## src/sv/bcar_pkg.sv

```systemverilog
// Shared types, constants and helper functions for the button counter with
// accelerating repeat. Used by every module of the block; depends on nothing.
package bcar_pkg;

    localparam int CfgRegs   = 8;
    localparam int RegW      = 16;
    localparam int TimeW     = 32;
    localparam int CountW    = 6;
    localparam int HoldW     = 5;
    localparam int SegW      = 7;
    localparam int DigitW    = 4;
    localparam int AddrW     = 5;
    localparam int DataW     = 32;
    localparam int InTdataW  = 8;
    localparam int OutTdataW = 24;

    localparam logic [HoldW-1:0]  HoldMax  = 5'd31;
    localparam logic [CountW:0]   CountMax = 7'd63;

    typedef enum logic [2:0] {
        REG_DEBOUNCE     = 3'd0,
        REG_HOLD_DELAY   = 3'd1,
        REG_REPEAT_FIRST = 3'd2,
        REG_REPEAT_SLOW  = 3'd3,
        REG_REPEAT_MID   = 3'd4,
        REG_REPEAT_QUICK = 3'd5,
        REG_REPEAT_FAST  = 3'd6,
        REG_REPEAT_TOP   = 3'd7
    } bcar_reg_idx_t;

    typedef struct packed {
        logic [RegW-1:0] debounce_ms;
        logic [RegW-1:0] hold_delay_ms;
        logic [RegW-1:0] repeat_first_ms;
        logic [RegW-1:0] repeat_slow_ms;
        logic [RegW-1:0] repeat_mid_ms;
        logic [RegW-1:0] repeat_quick_ms;
        logic [RegW-1:0] repeat_fast_ms;
        logic [RegW-1:0] repeat_top_ms;
    } bcar_cfg_t;

    typedef struct packed {
        logic valid;
        logic button_level;
    } bcar_tick_t;

    function automatic logic [SegW-1:0] seg_of(input logic [DigitW-1:0] digit);
        logic [SegW-1:0] seg;
        case (digit)
            4'd0:    seg = 7'h3F;
            4'd1:    seg = 7'h06;
            4'd2:    seg = 7'h5B;
            4'd3:    seg = 7'h4F;
            4'd4:    seg = 7'h66;
            4'd5:    seg = 7'h6D;
            4'd6:    seg = 7'h7D;
            4'd7:    seg = 7'h07;
            4'd8:    seg = 7'h7F;
            4'd9:    seg = 7'h6F;
            default: seg = 7'h00;
        endcase
        return seg;
    endfunction

    function automatic logic [DigitW-1:0] tens_of(input logic [CountW-1:0] value);
        logic [DigitW-1:0] tens;
        if (value >= 6'd60) begin
            tens = 4'd6;
        end else if (value >= 6'd50) begin
            tens = 4'd5;
        end else if (value >= 6'd40) begin
            tens = 4'd4;
        end else if (value >= 6'd30) begin
            tens = 4'd3;
        end else if (value >= 6'd20) begin
            tens = 4'd2;
        end else if (value >= 6'd10) begin
            tens = 4'd1;
        end else begin
            tens = 4'd0;
        end
        return tens;
    endfunction

    function automatic logic [DigitW-1:0] ones_of(input logic [CountW-1:0] value);
        logic [CountW-1:0] tens_part;
        logic [CountW-1:0] rest;
        tens_part = {{(CountW-DigitW){1'b0}}, tens_of(value)} * 6'd10;
        rest      = value - tens_part;
        return rest[DigitW-1:0];
    endfunction

endpackage

```

## src/sv/bcar_cfg_regs.sv

```systemverilog
// APB-style register file holding the debounce, hold and repeat intervals.
// Depends on bcar_pkg for the register map and the configuration struct.
module bcar_cfg_regs (
    input  logic                      aclk,
    input  logic                      aresetn,
    input  logic                      psel,
    input  logic                      penable,
    input  logic                      pwrite,
    input  logic [bcar_pkg::AddrW-1:0] paddr,
    input  logic [bcar_pkg::DataW-1:0] pwdata,
    output logic [bcar_pkg::DataW-1:0] prdata,
    output logic                      pready,
    output bcar_pkg::bcar_cfg_t       cfg
);
    import bcar_pkg::*;

    bcar_cfg_t     cfg_reg;
    bcar_cfg_t     cfg_next;
    bcar_reg_idx_t idx;
    logic [RegW-1:0] wdata;
    logic [RegW-1:0] rdata;
    logic          wr_en;

    assign pready = 1'b1;
    assign idx    = bcar_reg_idx_t'(paddr[AddrW-1:2]);
    assign wdata  = pwdata[RegW-1:0];
    assign wr_en  = psel && penable && pwrite && pready;

    always_comb begin
        cfg_next = cfg_reg;
        if (wr_en) begin
            unique case (idx)
                REG_DEBOUNCE:     cfg_next.debounce_ms     = wdata;
                REG_HOLD_DELAY:   cfg_next.hold_delay_ms   = wdata;
                REG_REPEAT_FIRST: cfg_next.repeat_first_ms = wdata;
                REG_REPEAT_SLOW:  cfg_next.repeat_slow_ms  = wdata;
                REG_REPEAT_MID:   cfg_next.repeat_mid_ms   = wdata;
                REG_REPEAT_QUICK: cfg_next.repeat_quick_ms = wdata;
                REG_REPEAT_FAST:  cfg_next.repeat_fast_ms  = wdata;
                REG_REPEAT_TOP:   cfg_next.repeat_top_ms   = wdata;
            endcase
        end
    end

    always_comb begin
        unique case (idx)
            REG_DEBOUNCE:     rdata = cfg_reg.debounce_ms;
            REG_HOLD_DELAY:   rdata = cfg_reg.hold_delay_ms;
            REG_REPEAT_FIRST: rdata = cfg_reg.repeat_first_ms;
            REG_REPEAT_SLOW:  rdata = cfg_reg.repeat_slow_ms;
            REG_REPEAT_MID:   rdata = cfg_reg.repeat_mid_ms;
            REG_REPEAT_QUICK: rdata = cfg_reg.repeat_quick_ms;
            REG_REPEAT_FAST:  rdata = cfg_reg.repeat_fast_ms;
            REG_REPEAT_TOP:   rdata = cfg_reg.repeat_top_ms;
        endcase
    end

    assign prdata = {{(DataW-RegW){1'b0}}, rdata};
    assign cfg    = cfg_reg;

    always_ff @(posedge aclk) begin
        if (!aresetn) begin
            cfg_reg.debounce_ms     <= 16'd50;
            cfg_reg.hold_delay_ms   <= 16'd1000;
            cfg_reg.repeat_first_ms <= 16'd600;
            cfg_reg.repeat_slow_ms  <= 16'd300;
            cfg_reg.repeat_mid_ms   <= 16'd250;
            cfg_reg.repeat_quick_ms <= 16'd180;
            cfg_reg.repeat_fast_ms  <= 16'd80;
            cfg_reg.repeat_top_ms   <= 16'd40;
        end else begin
            cfg_reg <= cfg_next;
        end
    end

endmodule

```

## src/sv/bcar_in_stage.sv

```systemverilog
// Input register for the tick stream: holds one accepted beat until the core takes it.
// Depends on bcar_pkg for the tick struct.
module bcar_in_stage (
    input  logic                  aclk,
    input  logic                  aresetn,
    input  logic                  s_tvalid,
    output logic                  s_tready,
    input  logic                  button_level,
    output bcar_pkg::bcar_tick_t  tick,
    input  logic                  tick_ready
);
    import bcar_pkg::*;

    logic valid_reg;
    logic valid_next;
    logic level_reg;
    logic level_next;
    logic s_accept;

    assign s_tready = !valid_reg || tick_ready;
    assign s_accept = s_tvalid && s_tready;

    always_comb begin
        valid_next = valid_reg;
        level_next = level_reg;
        if (s_accept) begin
            valid_next = 1'b1;
            level_next = button_level;
        end else if (tick_ready) begin
            valid_next = 1'b0;
        end
    end

    always_ff @(posedge aclk) begin
        if (!aresetn) begin
            valid_reg <= 1'b0;
        end else begin
            valid_reg <= valid_next;
        end
        level_reg <= level_next;
    end

    assign tick.valid        = valid_reg;
    assign tick.button_level = level_reg;

endmodule

```

## src/sv/bcar_tick_core.sv

```systemverilog
// Per-tick debounce, first step and accelerating repeat, with the result register.
// Depends on bcar_pkg for the configuration struct, tick struct and segment tables.
module bcar_tick_core (
    input  logic                        aclk,
    input  logic                        aresetn,
    input  bcar_pkg::bcar_cfg_t         cfg,
    input  bcar_pkg::bcar_tick_t        tick,
    output logic                        tick_ready,
    output logic                        m_valid,
    input  logic                        m_ready,
    output logic [bcar_pkg::CountW-1:0] count_value,
    output logic [bcar_pkg::SegW-1:0]   tens_segments,
    output logic [bcar_pkg::SegW-1:0]   ones_segments,
    output logic                        button_pressed
);
    import bcar_pkg::*;

    logic [TimeW-1:0]  time_reg,           time_next;
    logic [TimeW-1:0]  debounce_start_reg, debounce_start_next;
    logic [TimeW-1:0]  press_start_reg,    press_start_next;
    logic [TimeW-1:0]  last_repeat_reg,    last_repeat_next;
    logic              debounced_reg,      debounced_next;
    logic              step_taken_reg,     step_taken_next;
    logic [HoldW-1:0]  hold_level_reg,     hold_level_next;
    logic [CountW-1:0] counter_reg,        counter_next;

    logic              m_valid_reg,        m_valid_next;
    logic [CountW-1:0] count_reg;
    logic [SegW-1:0]   tens_reg;
    logic [SegW-1:0]   ones_reg;
    logic              pressed_reg;

    logic              advance;
    logic [TimeW-1:0]  debounce_diff;
    logic [TimeW-1:0]  held;
    logic [TimeW-1:0]  repeat_diff;
    logic [RegW-1:0]   interval;
    logic              first_step;
    logic              repeat_fire;
    logic [HoldW-1:0]  hold_mid;
    logic [CountW:0]   sum;

    assign tick_ready = !m_valid_reg || m_ready;
    assign advance    = tick.valid && tick_ready;

    always_comb begin
        case (hold_level_reg) inside
            5'd0:          interval = cfg.repeat_first_ms;
            [5'd1:5'd2]:   interval = cfg.repeat_slow_ms;
            [5'd3:5'd6]:   interval = cfg.repeat_mid_ms;
            [5'd7:5'd14]:  interval = cfg.repeat_quick_ms;
            [5'd15:5'd30]: interval = cfg.repeat_fast_ms;
            default:       interval = cfg.repeat_top_ms;
        endcase
    end

    always_comb begin
        debounce_diff       = time_reg - debounce_start_reg;
        held                = time_reg - press_start_reg;
        repeat_diff         = time_reg - last_repeat_reg;

        debounce_start_next = debounce_start_reg;
        debounced_next      = debounced_reg;
        if (!tick.button_level) begin
            debounce_start_next = time_reg;
            debounced_next      = 1'b0;
        end else if (debounce_diff > {{(TimeW-RegW){1'b0}}, cfg.debounce_ms}) begin
            debounced_next = 1'b1;
        end

        first_step       = !step_taken_reg && debounced_next;
        press_start_next = press_start_reg;
        hold_mid         = hold_level_reg;
        if (!first_step && !debounced_next) begin
            press_start_next = time_reg;
            hold_mid         = '0;
        end
        step_taken_next = debounced_next && (step_taken_reg || first_step);

        repeat_fire = step_taken_next && debounced_next
                      && (held > {{(TimeW-RegW){1'b0}}, cfg.hold_delay_ms})
                      && (repeat_diff > {{(TimeW-RegW){1'b0}}, interval});

        last_repeat_next = last_repeat_reg;
        hold_level_next  = hold_mid;
        if (repeat_fire) begin
            last_repeat_next = time_reg;
            if (hold_mid < HoldMax) begin
                hold_level_next = hold_mid + 1'b1;
            end
        end

        sum = {1'b0, counter_reg} + {{CountW{1'b0}}, first_step}
              + {{CountW{1'b0}}, repeat_fire};
        counter_next = (sum > CountMax) ? '0 : sum[CountW-1:0];
        time_next    = time_reg + 1'b1;

        m_valid_next = advance ? 1'b1 : (m_ready ? 1'b0 : m_valid_reg);
    end

    always_ff @(posedge aclk) begin
        if (!aresetn) begin
            time_reg           <= '0;
            debounce_start_reg <= '0;
            press_start_reg    <= '0;
            last_repeat_reg    <= '0;
            debounced_reg      <= 1'b0;
            step_taken_reg     <= 1'b0;
            hold_level_reg     <= '0;
            counter_reg        <= '0;
            m_valid_reg        <= 1'b0;
        end else begin
            m_valid_reg <= m_valid_next;
            if (advance) begin
                time_reg           <= time_next;
                debounce_start_reg <= debounce_start_next;
                press_start_reg    <= press_start_next;
                last_repeat_reg    <= last_repeat_next;
                debounced_reg      <= debounced_next;
                step_taken_reg     <= step_taken_next;
                hold_level_reg     <= hold_level_next;
                counter_reg        <= counter_next;
            end
        end
    end

    always_ff @(posedge aclk) begin
        if (advance) begin
            count_reg   <= counter_next;
            tens_reg    <= seg_of(tens_of(counter_next));
            ones_reg    <= seg_of(ones_of(counter_next));
            pressed_reg <= debounced_next;
        end
    end

    assign m_valid        = m_valid_reg;
    assign count_value    = count_reg;
    assign tens_segments  = tens_reg;
    assign ones_segments  = ones_reg;
    assign button_pressed = pressed_reg;

    a_step_needs_press: assert property (@(posedge aclk) disable iff (!aresetn)
        step_taken_reg |-> debounced_reg)
        else $error("first step flag set without a debounced press");

    a_time_advance: assert property (@(posedge aclk) disable iff (!aresetn)
        advance |=> time_reg == $past(time_reg) + 1'b1)
        else $error("tick time did not advance on a processed beat");

    a_time_idle: assert property (@(posedge aclk) disable iff (!aresetn)
        !advance |=> $stable(time_reg))
        else $error("tick time moved without a processed beat");

    a_result_matches_state: assert property (@(posedge aclk) disable iff (!aresetn)
        m_valid_reg |-> (count_reg == counter_reg && pressed_reg == debounced_reg))
        else $error("pending result disagrees with the counter state");

    a_hold_monotonic: assert property (@(posedge aclk) disable iff (!aresetn)
        advance |=> (hold_level_reg >= $past(hold_level_reg) || hold_level_reg == '0))
        else $error("hold level dropped without a release");

endmodule

```

## src/sv/button_counter_with_accelerating_repeat_core.sv

```systemverilog
// Top level of the pushbutton counter with debounce and accelerating auto-repeat.
// Instantiates bcar_cfg_regs, bcar_in_stage and bcar_tick_core; uses bcar_pkg.
//
//   Channel   Direction  Beat contents
//   s_*       in         one millisecond tick: raw button level
//   m_*       out        count, tens and ones segment patterns, debounced state
//   APB       in/out     eight 16-bit timing registers at byte addresses 0x00..0x1C
//
// Each accepted beat passes through the input register and then the result register; the
// block sustains one beat per cycle while m_tready is high, set by the state update loop.
// Reset is synchronous and active low; it clears the valid flags and counter state and loads the default timings.
// When m_tready is low the result register and one input beat are held, and s_tready
// drops only when both are occupied.
module button_counter_with_accelerating_repeat_core (
    input  logic                          aclk,
    input  logic                          aresetn,
    input  logic                          s_tvalid,
    output logic                          s_tready,
    input  logic [bcar_pkg::InTdataW-1:0] s_tdata,   // [0] button_level
    output logic                          m_tvalid,
    input  logic                          m_tready,
    output logic [bcar_pkg::OutTdataW-1:0] m_tdata,  // [5:0] count_value,
                                                     // [12:6] tens_segments,
                                                     // [19:13] ones_segments,
                                                     // [20] button_pressed
    input  logic                          psel,
    input  logic                          penable,
    input  logic                          pwrite,
    input  logic [bcar_pkg::AddrW-1:0]    paddr,
    input  logic [bcar_pkg::DataW-1:0]    pwdata,
    output logic [bcar_pkg::DataW-1:0]    prdata,
    output logic                          pready
);
    import bcar_pkg::*;

    bcar_cfg_t         cfg;
    bcar_tick_t        tick;
    logic              tick_ready;
    logic [CountW-1:0] count_value;
    logic [SegW-1:0]   tens_segments;
    logic [SegW-1:0]   ones_segments;
    logic              button_pressed;

    bcar_cfg_regs u_cfg_regs (
        .aclk    (aclk),
        .aresetn (aresetn),
        .psel    (psel),
        .penable (penable),
        .pwrite  (pwrite),
        .paddr   (paddr),
        .pwdata  (pwdata),
        .prdata  (prdata),
        .pready  (pready),
        .cfg     (cfg)
    );

    bcar_in_stage u_in_stage (
        .aclk         (aclk),
        .aresetn      (aresetn),
        .s_tvalid     (s_tvalid),
        .s_tready     (s_tready),
        .button_level (s_tdata[0]),
        .tick         (tick),
        .tick_ready   (tick_ready)
    );

    bcar_tick_core u_tick_core (
        .aclk           (aclk),
        .aresetn        (aresetn),
        .cfg            (cfg),
        .tick           (tick),
        .tick_ready     (tick_ready),
        .m_valid        (m_tvalid),
        .m_ready        (m_tready),
        .count_value    (count_value),
        .tens_segments  (tens_segments),
        .ones_segments  (ones_segments),
        .button_pressed (button_pressed)
    );

    assign m_tdata = {{(OutTdataW - CountW - 2*SegW - 1){1'b0}},
                      button_pressed, ones_segments, tens_segments, count_value};

endmodule

```

## config.mk

```make
export PLATFORM = sky130hd
export DESIGN_NAME = button_counter_with_accelerating_repeat_core
export DESIGN_NICKNAME = d
export VERILOG_FILES = /design/src/sv/bcar_pkg.sv /design/src/sv/bcar_cfg_regs.sv /design/src/sv/bcar_in_stage.sv /design/src/sv/bcar_tick_core.sv /design/src/sv/button_counter_with_accelerating_repeat_core.sv
export SDC_FILE = /design/constraint.sdc
export NUM_CORES = 1
export LEC_CHECK = 0
export BUFFER_PORTS_ARGS = -buffer_cell sky130_fd_sc_hd__buf_2
export CAP_MARGIN = 20
export CORE_UTILIZATION = 55
export CTS_CLUSTER_DIAMETER = 30
export DETAILED_ROUTE_END_ITERATION = 16
export PLACE_DENSITY = 0.69
export SYNTH_ARGS = -nofsm -noshare
export SYNTH_HDL_FRONTEND = slang
export SYNTH_SLANG_ARGS = --single-unit
export TNS_END_PERCENT = 30
```

## constraint.sdc

```tcl
create_clock -name aclk -period 11.8 [get_ports aclk]
set_input_delay 1.18 -clock aclk [delete_from_list [all_inputs] [get_ports aclk]]
set_output_delay 1.18 -clock aclk [all_outputs]
set_load 0.05 [all_outputs]
```

==> flow_metrics.env <==
export IMPL_worst_pin_slew_ns=1.13
export IMPL_cts_max_level=3
export IMPL_finClkSkew_ns=0.0357
export IMPL_hold_start="u_cfg_regs.cfg[123]"
export IMPL_whs_path_depth=2
export IMPL_vias_per_cell=6.03
export IMPL_cts_repair_resized=0
export IMPL_track_usage_pct=31.9
export IMPL_maxCapViolations=0
export IMPL_syn_to_final_growth_pct=15.6
export IMPL_dpl_cell_area_um2=21100
export IMPL_insertion_delay_ns=0.62
export IMPL_worst_r2r_setup_slack_ns=1.71
export IMPL_synth_edf_count=22
export IMPL_start_util_pct=56.2
export IMPL_finalSetupViolCount=0
export IMPL_stdcell_area_um2=23900
export IMPL_hp_class="reg -> reg"
export IMPL_dieArea_um2=38300
export IMPL_firstDrtPassIters=6
export IMPL_fp_dieW_um=196
export IMPL_grt_overflow=0
export IMPL_numCtsBuffers=77
export IMPL_ys_seq_area_share_pct=29.5
export IMPL_crit_arrival_ns=10.45
export IMPL_clk_pin_slew_ns=0.05
export IMPL_rr_worst_depth=35
export IMPL_fin_crit_ns=10.09
export IMPL_hpwl_mm=44.8
export IMPL_cp_common_cell="nand2_1"
export IMPL_drc=0
export IMPL_num_vias=19800
export IMPL_synth_cell_type_count=90
export IMPL_max_slew_margin_pct=24.7
export IMPL_post_synth_top_area_cell="dfxtp_1"
export IMPL_tns_ns=0
export IMPL_start_kind="register"
export IMPL_ios=111
export IMPL_grt_pass1_vias=18400
export IMPL_grt_pass1_wl_mm=97.9
export IMPL_crit_type="reg -> reg"
export IMPL_synthArstFlopShare_pct=0
export IMPL_ir_worst_vdd_mv=0.118
export IMPL_fmax_ghz=0.0991
export IMPL_synth_avg_cell_area_um2=7.54
export IMPL_postRouteAntennaNets=0
export IMPL_largest_register_ffs=128
export IMPL_power_density_nw_per_um2=147
export IMPL_cp_max_fo=11
export IMPL_cts_buffer_depth=3
export IMPL_hold_path_end="u_cfg_regs.cfg[123]"
export IMPL_ys_flop_type="dfxtp_1"
export IMPL_grt_max_degree=110
export IMPL_r2r_start="u_tick_core.hold_level_reg[1]"
export IMPL_power_mw=3.52
export IMPL_numClockSinks=293
export IMPL_slew_violations=0
export IMPL_critPathCaptureType="register"
export IMPL_cts_setup_buffers=0
export IMPL_final_hold_violation_count=0
export IMPL_wl_mm=62.3
export IMPL_fp_row_count=70
export IMPL_drive_gt1_share_pct=9.98
export IMPL_syn_area_um2=20700
export IMPL_r2r_end="u_tick_core.ones_segments[5]"
export IMPL_yosys_warnings=0
export IMPL_core_area_um2=36800
export IMPL_yosys_top_cells_area="dfxtp_1 (26%), nand2_1 (10%), ha_1 (9.4%)"
export IMPL_yosysTopAreaCellShare_pct=26.3
export IMPL_final_nets=2966
export IMPL_antenna_found_initial=2
export IMPL_crit_path_top_delay_cell="xor2_2"
export IMPL_crit_required_ns=12.16
export IMPL_critPathMaxStageDelay_ns=0.76
export IMPL_io_buffers=65
export IMPL_drt_initial_drc_count=1667
export IMPL_outcome="complete, no violations"
export IMPL_fin_crit_sh_pct=85.5
export IMPL_leakage_nw=10.3
export IMPL_syn_inst=2739
export IMPL_gp_congestion=0.928
export IMPL_cts_tree="done"
export IMPL_synth_seq_cells=293
export IMPL_drt_wirelength_per_cell_um=19.0
export IMPL_fp_dieH_um=196
export IMPL_hold_buffers=0
export IMPL_cts_root_buf="clkbuf_16"
export IMPL_rsz0062_at_grt="no"
-- how the worst max path moves through the flow --
| stage | from | end | slack, ns | cells past startpoint |
|---|---|---|---|---|
| finish | u_tick_core.hold_level_reg[1] | u_tick_core.ones_segments[5] | 1.71 | 35 |
| detailed placement | u_tick_core.hold_level_reg[0] | u_tick_core.ones_segments[5] | 1.92 | 34 |
| CTS | u_tick_core.hold_level_reg[0] | u_tick_core.ones_segments[5] | 1.91 | 34 |
| global placement | u_tick_core.hold_level_reg[0] | u_tick_core.ones_segments[5] | 2.15 | 34 |
| global route | u_tick_core.hold_level_reg[1] | u_tick_core.ones_segments[5] | 1.18 | 35 |
| floorplan | u_tick_core.hold_level_reg[2] | u_tick_core.ones_segments[4] | 3.22 | 37 |
-- cells by family (layout without fill, tap and decap cells) --
| group | after synthesis | after routing | share of synthesized area [%] |
|---|---|---|---|
| mux | 133 | 133 | 7.03 |
| xor+xnor | 98 | 98 | 4.15 |
| flops | 293 | 293 | 29.5 |
| compound gates | 677 | 677 | 20.3 |
| fa+ha+maj | 161 | 161 | 9.93 |
| other cells | 2 | 23 | 0.0363 |
| simple gates | 1029 | 1029 | 22.0 |
| buf+inv | 346 | 404 | 7.05 |
-- layout by cell type, fill, tap and decap left out, types with 8 or more instances in the layout --
cell type	instances
nand2_1	558
a21oi_1	307
dfxtp_1	271
nor2_1	181
inv_1	163
ha_1	156
mux2i_1	117
o21ai_0	102
clkbuf_16	78
buf_2	64
nand3_1	58
xnor2_1	49
xor2_1	48
nand4_1	46
a21o_1	36
nor3_1	33
a211oi_1	32
buf_4	31
a31oi_1	27
o211ai_1	24
nand2b_1	23
and3_1	22
edfxtp_1	22
conb_1	20
o21a_1	18
nor4_1	18
clkinvlp_4	16
or3_1	14
a221oi_1	13
nor2b_1	12
o22ai_1	12
and2_1	11
clkbuf_8	11
o21bai_1	10
a21boi_0	9
a22o_1	9
mux4_2	9
o31ai_1	8
bufinv_16	8
-- report_power, final --
group	total [mW]	switching [mW]	internal, mW
sequential	1.03	0.00692	1.02
combinational	0.325	0.226	0.0988
clock	2.17	0.699	1.47
-- area by class of cell --
cell class | instances | area (µm²)
antenna | 3 | 7.51
clock buffer | 96 | 2130
clock inverter | 45 | 636
fill | 3132 | 12900
inverter | 166 | 628
multi-input combinational | 2118 | 13200
sequential | 293 | 6090
tap | 468 | 586
timing repair buffer | 97 | 588
-- critical path: cells and delay by family, from the launching register on --
kind | cells | cell delay [ns]
compound gates | 11 | 2.56
mux | 3 | 0.85
simple gates | 10 | 2.42
flops | 1 | 0.48
buf+inv | 2 | 0.18
fa+ha+maj | 5 | 1.44
xor+xnor | 4 | 1.88
-- metrics by stage --
step                hold slack [ns]  utilization [%]  std cells  setup WS, ns
finish                        0.451             64.9       3286          1.71
global route                  0.470             64.9       3283          1.18
CTS                           0.452             64.8       3281          1.91
detailed placement            0.446             57.3       3140          1.92
global placement              0.439             57.3       3140          2.15
floorplan                     0.431                -       2757          3.22
-- layer usage --
layer  global-route usage [%]  wire [µm]
met1                     44.2      28300
met2                     50.2      28000
met3                     5.43       4560
met4                     10.6       1420
met5                        0         13
-- Yosys cell counts (7+ instances only) --
cell type and number:
mux2_2 7, clkbuf_2 14, ha_1 156, a221oi_1 13
clkbuf_1 121, mux4_2 9, nand3_1 58, or3_1 14
a22o_1 9, mux2i_1 117, a21boi_0 9, o21ai_0 102
buf_4 23, nor2_1 183, a21o_1 36, and2_1 11
o21bai_1 10, o31ai_1 8, xor2_1 49, nand2_1 558
or2_2 7, a31oi_1 27, nor3_1 36, inv_1 163
xnor2_1 49, nand2b_1 24, dfxtp_1 271, a21oi_1 307
nor2b_1 12, o31a_1 7, nand4_1 46, a211oi_1 32
edfxtp_1 22, o22ai_1 12, and4_1 7, o21a_1 18
buf_1 15, and3_1 22, nor4_1 18, o211ai_1 24
(Power assumes the default switching activity.)
